===== src/rtl/mmh_pkg.sv =====
// Shared types and constants for the 64-bit Murmur-style hash block.
// No dependencies; used by mmh_ctrl, mmh_datapath and murmur_hash_64a.
`timescale 1ns / 1ps
`default_nettype none

package mmh_pkg;

  localparam logic [63:0] MixM    = 64'hc6a4a7935bd1e995;
  localparam int unsigned MixR    = 47;
  localparam int unsigned SeedW   = 32;
  localparam int unsigned LenW    = 31;
  localparam int unsigned BytesW  = 4;
  // steps of the split 64x64 (low half) multiply
  localparam logic [1:0]  MulLast = 2'd2;

  typedef enum logic [3:0] {
    S_IDLE,
    S_START,
    S_MUL_LEN,
    S_SEED,
    S_BODY,
    S_MUL_K1,
    S_KMIX,
    S_MUL_K2,
    S_KXOR,
    S_MUL_H,
    S_HSTORE,
    S_TAIL,
    S_MUL_FIN,
    S_OUT
  } state_e;

  typedef enum logic [3:0] {
    OP_NONE,
    OP_LD_LEN,
    OP_MUL,
    OP_H_SEED,
    OP_LD_WORD,
    OP_LD_KMIX,
    OP_LD_HXK,
    OP_LD_PART,
    OP_H_PROD,
    OP_LD_FIN,
    OP_OUT
  } op_e;

  typedef struct packed {
    logic       capture;
    op_e        op;
    logic [1:0] step;
  } dp_cmd_t;

  typedef struct packed {
    logic full;
    logic empty;
    logic last;
  } dp_status_t;

endpackage

`default_nettype wire


===== src/rtl/murmur_hash_64a.sv =====
// Top level of the 64-bit Murmur-style (64A) message hash.
// Instantiates mmh_ctrl and mmh_datapath; uses mmh_pkg.
`timescale 1ns / 1ps
`default_nettype none

// Hashes a message delivered as little-endian 64-bit words, one request per
// word, first byte in word_i[7:0]. The first request of a message carries
// total_length_i; the running hash starts as seed xor (length * M). Full
// words (word_bytes_i of 8 or more) get the multiply/shift/multiply mix,
// a word of 1 to 7 bytes has its valid bytes xored in, a word of 0 bytes
// adds nothing. The request with last_i set produces one result on hash_o
// after the finalize step; other requests produce no result. An empty
// message is one request with zero bytes and last set. The seed register
// (reset 1) is to be written by the user via seed_we_i / seed_wdata_i only
// while the block is idle; the block itself does not enforce this. A new seed
// applies from the next message start. One request is processed at a time.
// Every 64-bit product goes through a single 32x32 multiplier in three
// steps. A full word takes three products, a partial word one and an empty
// word none; the first word of a message adds the length product and the
// last word adds the finalize product. The result sits in an output
// register, so the next request is taken while it waits; a finishing
// message stalls only if the previous result has still not been taken.
module murmur_hash_64a (
  input  wire logic                        clk_i,
  input  wire logic                        rst_ni,
  input  wire logic                        seed_we_i,
  input  wire logic [mmh_pkg::SeedW-1:0]   seed_wdata_i,
  input  wire logic                        in_valid_i,
  output logic                             in_ready_o,
  input  wire logic [63:0]                 word_i,
  input  wire logic [mmh_pkg::BytesW-1:0]  word_bytes_i,
  input  wire logic [mmh_pkg::LenW-1:0]    total_length_i,
  input  wire logic                        last_i,
  output logic                             out_valid_o,
  input  wire logic                        out_ready_i,
  output logic [63:0]                      hash_o
);

  mmh_pkg::dp_cmd_t    cmd;
  mmh_pkg::dp_status_t status;

  // sequencer: handshakes and op stream
  mmh_ctrl u_ctrl (
    .clk_i       (clk_i),
    .rst_ni      (rst_ni),
    .in_valid_i  (in_valid_i),
    .in_ready_o  (in_ready_o),
    .out_valid_o (out_valid_o),
    .out_ready_i (out_ready_i),
    .status_i    (status),
    .cmd_o       (cmd)
  );

  // registers, shared multiplier, hash state
  mmh_datapath u_datapath (
    .clk_i          (clk_i),
    .rst_ni         (rst_ni),
    .seed_we_i      (seed_we_i),
    .seed_wdata_i   (seed_wdata_i),
    .word_i         (word_i),
    .word_bytes_i   (word_bytes_i),
    .total_length_i (total_length_i),
    .last_i         (last_i),
    .cmd_i          (cmd),
    .status_o       (status),
    .hash_o         (hash_o)
  );

endmodule

`default_nettype wire


===== src/rtl/mmh_datapath.sv =====
// Datapath of the hash block: request registers, seed, running hash and a
// shared 32x32 multiplier that builds 64-bit products in three steps. Uses mmh_pkg.
`timescale 1ns / 1ps
`default_nettype none

module mmh_datapath (
  input  wire logic                           clk_i,
  input  wire logic                           rst_ni,
  input  wire logic                           seed_we_i,
  input  wire logic [mmh_pkg::SeedW-1:0]      seed_wdata_i,
  input  wire logic [63:0]                    word_i,
  input  wire logic [mmh_pkg::BytesW-1:0]     word_bytes_i,
  input  wire logic [mmh_pkg::LenW-1:0]       total_length_i,
  input  wire logic                           last_i,
  input  wire mmh_pkg::dp_cmd_t               cmd_i,
  output mmh_pkg::dp_status_t                 status_o,
  output logic [63:0]                         hash_o
);

  logic [mmh_pkg::SeedW-1:0]  seed_q;
  logic [63:0]                word_q;
  logic [mmh_pkg::BytesW-1:0] bytes_q;
  logic [mmh_pkg::LenW-1:0]   len_q;
  logic                       last_q;
  logic [63:0]                a_q, a_d;
  logic [63:0]                p_q, p_d;
  logic [63:0]                h_q, h_d;
  logic [63:0]                hash_q;
  logic [63:0]                part_word;
  logic [31:0]                mul_x, mul_y;
  logic [63:0]                mul_prod;

  // seed register, reset value 1
  always_ff @(posedge clk_i or negedge rst_ni) begin
    if (!rst_ni) begin
      seed_q <= mmh_pkg::SeedW'(1);
    end else if (seed_we_i) begin
      seed_q <= seed_wdata_i;
    end
  end

  always_ff @(posedge clk_i) begin
    if (cmd_i.capture) begin
      word_q  <= word_i;
      bytes_q <= word_bytes_i;
      len_q   <= total_length_i;
      last_q  <= last_i;
    end
  end

  // keep only the valid low bytes of a partial word
  always_comb begin
    for (int i = 0; i < 8; i++) begin
      part_word[8*i +: 8] = (bytes_q > mmh_pkg::BytesW'(i)) ? word_q[8*i +: 8] : 8'h00;
    end
  end

  // low 64 bits of a*M = aL*ML + ((aL*MH + aH*ML) << 32)
  assign mul_x    = (cmd_i.step == mmh_pkg::MulLast) ? a_q[63:32] : a_q[31:0];
  assign mul_y    = (cmd_i.step == 2'd1) ? mmh_pkg::MixM[63:32] : mmh_pkg::MixM[31:0];
  assign mul_prod = 64'(mul_x) * 64'(mul_y);

  always_comb begin
    a_d = a_q;
    p_d = p_q;
    h_d = h_q;
    unique case (cmd_i.op)
      mmh_pkg::OP_NONE:    ;
      mmh_pkg::OP_LD_LEN:  a_d = {{(64-mmh_pkg::LenW){1'b0}}, len_q};
      mmh_pkg::OP_MUL: begin
        if (cmd_i.step == 2'd0) begin
          p_d = mul_prod;
        end else begin
          p_d = p_q + {mul_prod[31:0], 32'h0};
        end
      end
      mmh_pkg::OP_H_SEED:  h_d = {{(64-mmh_pkg::SeedW){1'b0}}, seed_q} ^ p_q;
      mmh_pkg::OP_LD_WORD: a_d = word_q;
      mmh_pkg::OP_LD_KMIX: a_d = p_q ^ (p_q >> mmh_pkg::MixR);
      mmh_pkg::OP_LD_HXK:  a_d = h_q ^ p_q;
      mmh_pkg::OP_LD_PART: a_d = h_q ^ part_word;
      mmh_pkg::OP_H_PROD:  h_d = p_q;
      mmh_pkg::OP_LD_FIN:  a_d = h_q ^ (h_q >> mmh_pkg::MixR);
      mmh_pkg::OP_OUT:     ;
      default:             ;
    endcase
  end

  always_ff @(posedge clk_i) begin
    a_q <= a_d;
    p_q <= p_d;
    h_q <= h_d;
    if (cmd_i.op == mmh_pkg::OP_OUT) begin
      hash_q <= p_q ^ (p_q >> mmh_pkg::MixR);
    end
  end

  assign status_o.full  = bytes_q[3];
  assign status_o.empty = (bytes_q == '0);
  assign status_o.last  = last_q;
  assign hash_o         = hash_q;

endmodule

`default_nettype wire


===== src/rtl/mmh_ctrl.sv =====
// Sequencer of the hash block: request/result handshakes, message tracking
// and the op stream for mmh_datapath. Uses mmh_pkg.
`timescale 1ns / 1ps
`default_nettype none

module mmh_ctrl (
  input  wire logic                 clk_i,
  input  wire logic                 rst_ni,
  input  wire logic                 in_valid_i,
  output logic                      in_ready_o,
  output logic                      out_valid_o,
  input  wire logic                 out_ready_i,
  input  wire mmh_pkg::dp_status_t  status_i,
  output mmh_pkg::dp_cmd_t          cmd_o
);

  mmh_pkg::state_e state_q, state_d;
  logic [1:0]      cnt_q, cnt_d;
  logic            in_msg_q, in_msg_d;
  logic            out_valid_q, out_valid_d;
  logic            mul_done;

  always_ff @(posedge clk_i or negedge rst_ni) begin
    if (!rst_ni) begin
      state_q     <= mmh_pkg::S_IDLE;
      cnt_q       <= '0;
      in_msg_q    <= 1'b0;
      out_valid_q <= 1'b0;
    end else begin
      state_q     <= state_d;
      cnt_q       <= cnt_d;
      in_msg_q    <= in_msg_d;
      out_valid_q <= out_valid_d;
    end
  end

  assign mul_done = (cnt_q == mmh_pkg::MulLast);

  always_comb begin
    state_d     = state_q;
    cnt_d       = cnt_q;
    in_msg_d    = in_msg_q;
    out_valid_d = out_valid_q & ~out_ready_i;
    cmd_o       = '{capture: 1'b0, op: mmh_pkg::OP_NONE, step: cnt_q};
    in_ready_o  = 1'b0;
    unique case (state_q)
      mmh_pkg::S_IDLE: begin
        in_ready_o    = 1'b1;
        cmd_o.capture = in_valid_i;
        if (in_valid_i) begin
          state_d = mmh_pkg::S_START;
        end
      end
      mmh_pkg::S_START: begin
        if (!in_msg_q) begin
          cmd_o.op = mmh_pkg::OP_LD_LEN;
          state_d  = mmh_pkg::S_MUL_LEN;
        end else begin
          state_d  = mmh_pkg::S_BODY;
        end
      end
      mmh_pkg::S_MUL_LEN, mmh_pkg::S_MUL_K1, mmh_pkg::S_MUL_K2,
      mmh_pkg::S_MUL_H, mmh_pkg::S_MUL_FIN: begin
        cmd_o.op = mmh_pkg::OP_MUL;
        if (mul_done) begin
          cnt_d = '0;
          unique case (state_q)
            mmh_pkg::S_MUL_LEN: state_d = mmh_pkg::S_SEED;
            mmh_pkg::S_MUL_K1:  state_d = mmh_pkg::S_KMIX;
            mmh_pkg::S_MUL_K2:  state_d = mmh_pkg::S_KXOR;
            mmh_pkg::S_MUL_H:   state_d = mmh_pkg::S_HSTORE;
            default:            state_d = mmh_pkg::S_OUT;
          endcase
        end else begin
          cnt_d = cnt_q + 2'd1;
        end
      end
      mmh_pkg::S_SEED: begin
        cmd_o.op = mmh_pkg::OP_H_SEED;
        in_msg_d = 1'b1;
        state_d  = mmh_pkg::S_BODY;
      end
      mmh_pkg::S_BODY: begin
        if (status_i.full) begin
          cmd_o.op = mmh_pkg::OP_LD_WORD;
          state_d  = mmh_pkg::S_MUL_K1;
        end else if (!status_i.empty) begin
          cmd_o.op = mmh_pkg::OP_LD_PART;
          state_d  = mmh_pkg::S_MUL_H;
        end else begin
          state_d  = mmh_pkg::S_TAIL;
        end
      end
      mmh_pkg::S_KMIX: begin
        cmd_o.op = mmh_pkg::OP_LD_KMIX;
        state_d  = mmh_pkg::S_MUL_K2;
      end
      mmh_pkg::S_KXOR: begin
        cmd_o.op = mmh_pkg::OP_LD_HXK;
        state_d  = mmh_pkg::S_MUL_H;
      end
      mmh_pkg::S_HSTORE: begin
        cmd_o.op = mmh_pkg::OP_H_PROD;
        state_d  = mmh_pkg::S_TAIL;
      end
      mmh_pkg::S_TAIL: begin
        if (status_i.last) begin
          cmd_o.op = mmh_pkg::OP_LD_FIN;
          state_d  = mmh_pkg::S_MUL_FIN;
        end else begin
          state_d  = mmh_pkg::S_IDLE;
        end
      end
      mmh_pkg::S_OUT: begin
        // wait for the output register to drain
        if (!out_valid_q || out_ready_i) begin
          cmd_o.op    = mmh_pkg::OP_OUT;
          out_valid_d = 1'b1;
          in_msg_d    = 1'b0;
          state_d     = mmh_pkg::S_IDLE;
        end
      end
      default: state_d = mmh_pkg::S_IDLE;
    endcase
  end

  assign out_valid_o = out_valid_q;

`ifndef NO_ASSERTIONS
  a_no_back_to_back: assert property (@(posedge clk_i) disable iff (!rst_ni)
    (in_valid_i && in_ready_o) |=> !in_ready_o)
    else $error("request accepted while previous one in flight");

  a_cnt_range: assert property (@(posedge clk_i) disable iff (!rst_ni)
    cnt_q != 2'd3)
    else $error("multiply step counter out of range");

  a_result_from_out: assert property (@(posedge clk_i) disable iff (!rst_ni)
    (!$past(out_valid_q) || $past(out_ready_i)) && out_valid_q
      |-> $past(state_q) == mmh_pkg::S_OUT)
    else $error("result loaded outside finalize");

  a_out_stall_holds: assert property (@(posedge clk_i) disable iff (!rst_ni)
    (state_q == mmh_pkg::S_OUT && out_valid_q && !out_ready_i)
      |=> state_q == mmh_pkg::S_OUT)
    else $error("finalize overwrote a pending result");

  a_mul_count_reset: assert property (@(posedge clk_i) disable iff (!rst_ni)
    (state_q == mmh_pkg::S_IDLE) |-> cnt_q == 2'd0)
    else $error("multiply step counter left dirty");
`endif

endmodule

`default_nettype wire


===== config.mk =====
export PLATFORM = sky130hd
export DESIGN_NAME = murmur_hash_64a
export DESIGN_NICKNAME = d
export VERILOG_FILES = /design/src/rtl/mmh_pkg.sv /design/src/rtl/murmur_hash_64a.sv /design/src/rtl/mmh_datapath.sv /design/src/rtl/mmh_ctrl.sv
export SDC_FILE = /design/constraint.sdc
export NUM_CORES = 2
export LEC_CHECK = 0
export BUFFER_PORTS_ARGS = -buffer_cell sky130_fd_sc_hd__buf_2
export CAP_MARGIN = 20
export CORE_AREA = 2 2 304 306
export DETAILED_ROUTE_END_ITERATION = 12
export DIE_AREA = 0 0 306 308
export SLEW_MARGIN = 0
export SYNTH_ARGS = -nofsm -noshare
export SYNTH_HDL_FRONTEND = slang
export SYNTH_SLANG_ARGS = --single-unit

===== constraint.sdc =====
create_clock -name clk_i -period 19.4 [get_ports clk_i]
set_input_delay 3.88 -clock clk_i [delete_from_list [all_inputs] [get_ports clk_i]]
set_output_delay 3.88 -clock clk_i [all_outputs]
set_load 0.02 [all_outputs]

## After elaboration in Yosys (flattened, before gate mapping)

Cells that the tools add are included.

- Muxes and demuxes: 35
- Magnitude comparators: 8
- Eq/ne operators: 28
- Bitwise gates (word level): 7
- Add/subtract/negate cells: 2
- Shift-type cells: 0
- $mul: 1
- Reduce and logical (&&, ||, !) cells: 11
- Div/mod/pow operators: 0

Operators with widths:

| operator | count |
|---|---|
| $pmux 64 s6 | 1 |
| $pmux 64 s2 | 1 |
| $xor 64x17->64 | 2 |
| $xor 64x64->64 | 2 |
| $add 64x64->64 | 1 |
| $mul 32x32->64 | 1 |
| $mux 32 | 2 |
| $mux 64 | 1 |
| $mux 8 | 8 |
| $xor 32x64->64 | 1 |
| $pmux 4 s10 | 1 |
| $eq 4x4->1 const B | 9 |
| $pmux 4 s9 | 1 |
| $eq 4x3->1 const B | 8 |
| $mux 4 | 8 |
| $eq 4x2->1 const B | 4 |
| $gt 4x3->1 const B | 4 |
| $pmux 4 s4 | 1 |
| $eq 4x1->1 const B | 2 |
| $gt 4x1->1 const B | 2 |
| $gt 4x2->1 const B | 2 |
| $logic_not 4->1 | 2 |
| $mux 1 | 6 |
| $mux 3 | 2 |
| other kinds (17) | 20 |

- Latch bits: 0
- Bits in writable memories: 0
- Bits in registers: 396
- Word-level logic and storage cells: 105
- Memories kept: 0
- Output and inout port bits: 66
- Input bits: 137
- ROM bits: 0

## Longest topological paths before layout

- Word-level depth: 6
- Mapped depth: 39
- Depth with buffers taken out: 38

## By module

Synthesis repeated with hierarchy kept, for this count alone.

- Cell total of the unflattened synthesis: 3930
- Area, all modules: 42866.1 µm²

Modules (own cells, without submodules):

| module | sequential area each (µm²) | cells each | area an instance (µm²) | instances |
|---|---|---|---|---|
| mmh_datapath | 11492.3 | 3821 | 42022.8 | 1 |
| mmh_ctrl | 200.2 | 109 | 843.3 | 1 |

## Worst setup path before layout

OpenSTA, ideal clock, no wires.

- Path kind: flip-flop to flip-flop
- Start point: reg u_ctrl.cnt_q[0]
- End point: reg u_datapath.p_q[62], data pin
- Period minus slack after synthesis: 9.534 ns
- Setup slack: 9.866 ns
- Setup time: 0.260 ns
- Arrival: 9.274 ns
- Cell stages (with the launch flop): 35
- Required time: 19.140 ns
- Buffers on the path: 4
- Path through: dfrtp_1 > nor2b_1 > clkbuf_1 > buf_2 > buf_1 > mux2i_1 > nor2_1 > ha_1 > fa_1 > fa_1 > inv_1 > fa_1 > inv_1 > fa_1 > ha_1 > fa_1 > fa_1 > ha_1 > clkbuf_1 > a21oi_1 > o21ai_0 > or2_2 > o21a_1 > a31oi_1 > xnor2_1 > ha_1 > a211oi_1 > nor2_1 > nor3_1 > nor2_1 > or4_1 > o21a_1 > a31oi_1 > xnor2_1 > mux2_2

- Word-level cells in the longest chain between the ends: 5
- Elaborated cells on any way between the ends: 8
- Those cells by class: add/sub (1); mul (1); eq/ne (2); mux (3); reduce/logical (1)

Ends and longest elaborated chain:

| element | line | RTL |
|---|---|---|
| from (decl) | mmh_ctrl.sv:18 | `logic [1:0] cnt_q, cnt_d;` |
| from (signal assigned) | mmh_ctrl.sv:31 | `cnt_q <= cnt_d;` |
| $eq 2x2->1 / $eq 2x1->1 (equally long branches) | mmh_datapath.sv:59, mmh_datapath.sv:60 |  |
| $mux 32, on equally long branches | mmh_datapath.sv:59, mmh_datapath.sv:60 |  |
| $mul 32x32->64 | mmh_datapath.sv:61 | `assign mul_prod = 64'(mul_x) * 64'(mul_y);` |
| $add 64x64->64 | mmh_datapath.sv:74 | `p_d = p_q + {mul_prod[31:0], 32'h0};` |
| $mux 64 * | mmh_datapath.sv:71 | `if (cmd_i.step == 2'd0) begin` |
| to (signal assigned) | mmh_datapath.sv:91 | `p_q <= p_d;` |
| to (decl) | mmh_datapath.sv:26 | `logic [63:0] p_q, p_d;` |

Mark *: on every way between the ends. The rest lies on a longest branch, timed or not.
A chain may end at the register's enable or synchronous reset.

## Final worst setup path

- Start point: reg u_ctrl.cnt_q[1]
- End point: reg u_datapath.p_q[62], data pin

The elaborated chain is that of the path after synthesis.

==> results by group <==
Run status
  • Status: completed

Die
  • Die width: 306 um
  • Top-Level Pins: 203
  • Core ar.: 0.09097 sq mm
  • Starting Density: 46.79%
  • FP Rows: 111
  • Die Ht: 308 um
  • Die area: 0.09425 sq mm

STA
  • Setup TNS Final: 0 ps
  • Slew @ Worst Pin: 1091 ps
  • Tcrit/Tclk final: 56.45%
  • Hold_ws: 507.5 ps
  • Final setup violation count: 0
  • Max Clock Freq: 91.31 MHz
  • Relative slew slack: 25.16%
  • Fin. max-slew vios: 0
  • Final Hold Fails: 0
  • Clock skew: 33.60 ps
  • Setup ws final: 8448 ps
  • RSZ-0062 raised after global routing: false
  • Tmin final: 10950 ps

GRT
  • Met1 usage: 42.57%
  • GRT overflow: 0
  • Gr busiest metal: met2
  • Global-route wire length before repair: 206800 um
  • GRT met3 Usage: 3.793%
  • Largest net degree at the start of global routing: 65
  • Initial antenna violation count: 4
  • Vias in the first global route: 30780
  • M2 GR Usage: 47.96%
  • All-Layer GR Usage: 30.06%

Setup path
  • Startpoint Class: register
  • CP startpoint: u_ctrl.cnt_q[1]$_DFFE_PN0P_
  • CP dominant cell by count: fa_1
  • CP max FO: 32
  • R2R setup slack: 8450 ps
  • Crit path arrival time: 11300 ps
  • Critical Path Sink: u_datapath.p_q[62]$_DFFE_PN_
  • Worst path max stage delay: 660 ps
  • Crit path required time: 19750 ps
  • RR Startpoint: u_ctrl.cnt_q[1]$_DFFE_PN0P_
  • Reg2Reg Depth: 32
  • CP Capture Type: register
  • Slowest CP cell: mux2i_1
  • Setup CP Type: reg -> reg
  • R2R Path End: u_datapath.p_q[62]$_DFFE_PN_

Logic synthesis
  • Leading area contributor after synthesis: fa_1
  • EDFF count, synth: 356
  • Yosys top cell area share: 28.55%
  • Most common cell in the netlist: inv_1
  • Commonest register cell after synthesis: edfxtp_1
  • Area contributors post-synth: fa_1, edfxtp_1, ha_1
  • Netlist Area Pre-Place: 0.04256 sq mm
  • Cell variety after synth: 80
  • Seq/Total Area, Yosys: 27.47%
  • Post-synthesis instance total: 3908
  • Synth Area per Inst: 10.89 sq um
  • Flops & latches, synth: 396
  • Ys Warns: 0
  • Synth async-reset ratio: 10.10%
  • Commonest cells post-synth: inv_1, fa_1, ha_1

Clocking
  • Hold-fix buffer count after cts: 0
  • PostCTS Resize Cnt: 0
  • TritonCTS buffer count: 43
  • CTS tree: done
  • Clock sink count: 396
  • Clock transition at path regs: 60 ps
  • Clock buffer depth: 3
  • Clock Latency Late Sink: 590 ps
  • Post-CTS setup buffer count: 0
  • CTS H-tree depth: 2
  • Clock root cell: clkbuf_16

Placed design
  • Placement Setup Slack: 8680 ps
  • Area after DPL: 0.04481 sq mm
  • PortBufs: 202
  • GPL Wtd Cong: 0.9906
  • Hpwl dp: 114900 um

Hold path
  • Min-Delay Path Class: reg -> reg

Detailed routing
  • First-pass detailed-route iteration total: 7
  • # DRC: 0
  • Starting DRT DRC Count: 3013
  • Vias per cell: 5.654
  • Detail Route Antenna Nets: 0
  • Avg WL per Cell: 26.37 um
  • Final wirelength: 139000 um
  • Via count: 29800

Layout
  • Layout cell share with drive strength beyond 1: 9.753%
  • Design Area, Final: 0.04634 sq mm
  • Layout net count: 5228
  • Area delta synth->final: 8.860%

Job
  • Max-Cap Viols: 0
==> layout make-up <==
class | count | area, sq um
fillers | 8189 | 44630
multi-input cells | 2619 | 27570
flip-flops and latches | 396 | 11690
inverters | 756 | 2838
well taps | 1186 | 1484
repair buffers | 232 | 1269
clock buffers | 57 | 1189
clock inverters | 21 | 285.3
diodes | 3 | 7.507
==> cells in the final DEF (no fill, tap or decap), types with 43 or more instances in the layout <==
| cell | count |
|---|---|
| inv_1 | 754 |
| fa_1 | 607 |
| ha_1 | 436 |
| edfxtp_1 | 356 |
| nand2_1 | 254 |
| buf_2 | 202 |
| a21oi_1 | 171 |
| nor2_1 | 168 |
| xnor2_1 | 141 |
| o21ai_0 | 120 |
| xor2_1 | 91 |
| and3_1 | 72 |
| a222oi_1 | 64 |
| a21o_1 | 55 |
| a31oi_1 | 47 |
| mux2_2 | 45 |
| clkbuf_16 | 43 |
==> worst min path at each step <==
stage | startpoint | end | slack (ps) | depth (start not counted)
2_1_floorplan | u_datapath.seed_q[31]$_DFFE_PN0P_ | u_datapath.seed_q[31]$_DFFE_PN0P_ | 480 | 1
3_3_place_gp | u_datapath.seed_q[9]$_DFFE_PN0P_ | u_datapath.seed_q[9]$_DFFE_PN0P_ | 490 | 1
3_5_place_dp | u_datapath.seed_q[5]$_DFFE_PN0P_ | u_datapath.seed_q[5]$_DFFE_PN0P_ | 500 | 1
4_1_cts | u_datapath.seed_q[5]$_DFFE_PN0P_ | u_datapath.seed_q[5]$_DFFE_PN0P_ | 510 | 1
5_1_grt | u_datapath.seed_q[10]$_DFFE_PN0P_ | u_datapath.seed_q[10]$_DFFE_PN0P_ | 520 | 1
6_report | u_datapath.seed_q[16]$_DFFE_PN0P_ | u_datapath.seed_q[16]$_DFFE_PN0P_ | 510 | 1
==> kinds of logic after synthesis <==
kind of cell | Yosys count | share of synthesized area [%]
flip-flops | 396 | 27.47
buffers and inverters | 896 | 8.028
AO/OA/AOI/OAI | 574 | 8.892
other | 2 | 0.01764
AND/OR/NAND/NOR | 693 | 7.628
XOR/XNOR | 232 | 4.774
adder cells (fa/ha/maj) | 1043 | 41.37
multiplexers | 72 | 1.825
==> per-layer routing <==
metal / vias to the layer above / wire length (um)
met5: - / 0
met4: 0 / 5728
met3: 210 / 9840
met2: 1261 / 63650
met1: 15120 / 59740
li1: 13210 / -
==> state kept, by name (all words and copies together) (netlist names) <==
| signal | cells |
|---|---|
| u_ctrl.cnt_q | 2 |
| u_datapath.word_q | 64 |
| u_datapath.last_q | 1 |
| u_datapath.h_q | 64 |
| u_datapath.len_q | 31 |
| u_datapath.hash_o | 64 |
| u_datapath.seed_q | 32 |
| u_datapath.p_q | 64 |
| u_ctrl.state_q | 4 |
| u_datapath.bytes_q | 4 |
| u_datapath.a_q | 64 |
| u_ctrl.out_valid_o | 1 |
| u_ctrl.in_msg_q | 1 |
==> metrics by stage <==
| stage | instances | utilization, % |
|---|---|---|
| floorplan | 3911 | - |
| global placement | 5187 | 49.26 |
| detailed placement | 5187 | 49.26 |
| CTS | 5265 | 50.88 |
| global route | 5267 | 50.93 |
| finish | 5270 | 50.94 |
==> critical path, delay by kind of cell (launching register included) <==
kind	cells	cell delay, ps
AO/OA/AOI/OAI	4	690
XOR/XNOR	2	340
adder cells (fa/ha/maj)	10	4730
buffers and inverters	7	1690
flip-flops	1	490
multiplexers	2	910
AND/OR/NAND/NOR	7	1840
Power is left out: the tool's default activity adds up to more than one toggle a clock period on the data nets, which glitch-free logic cannot reach.
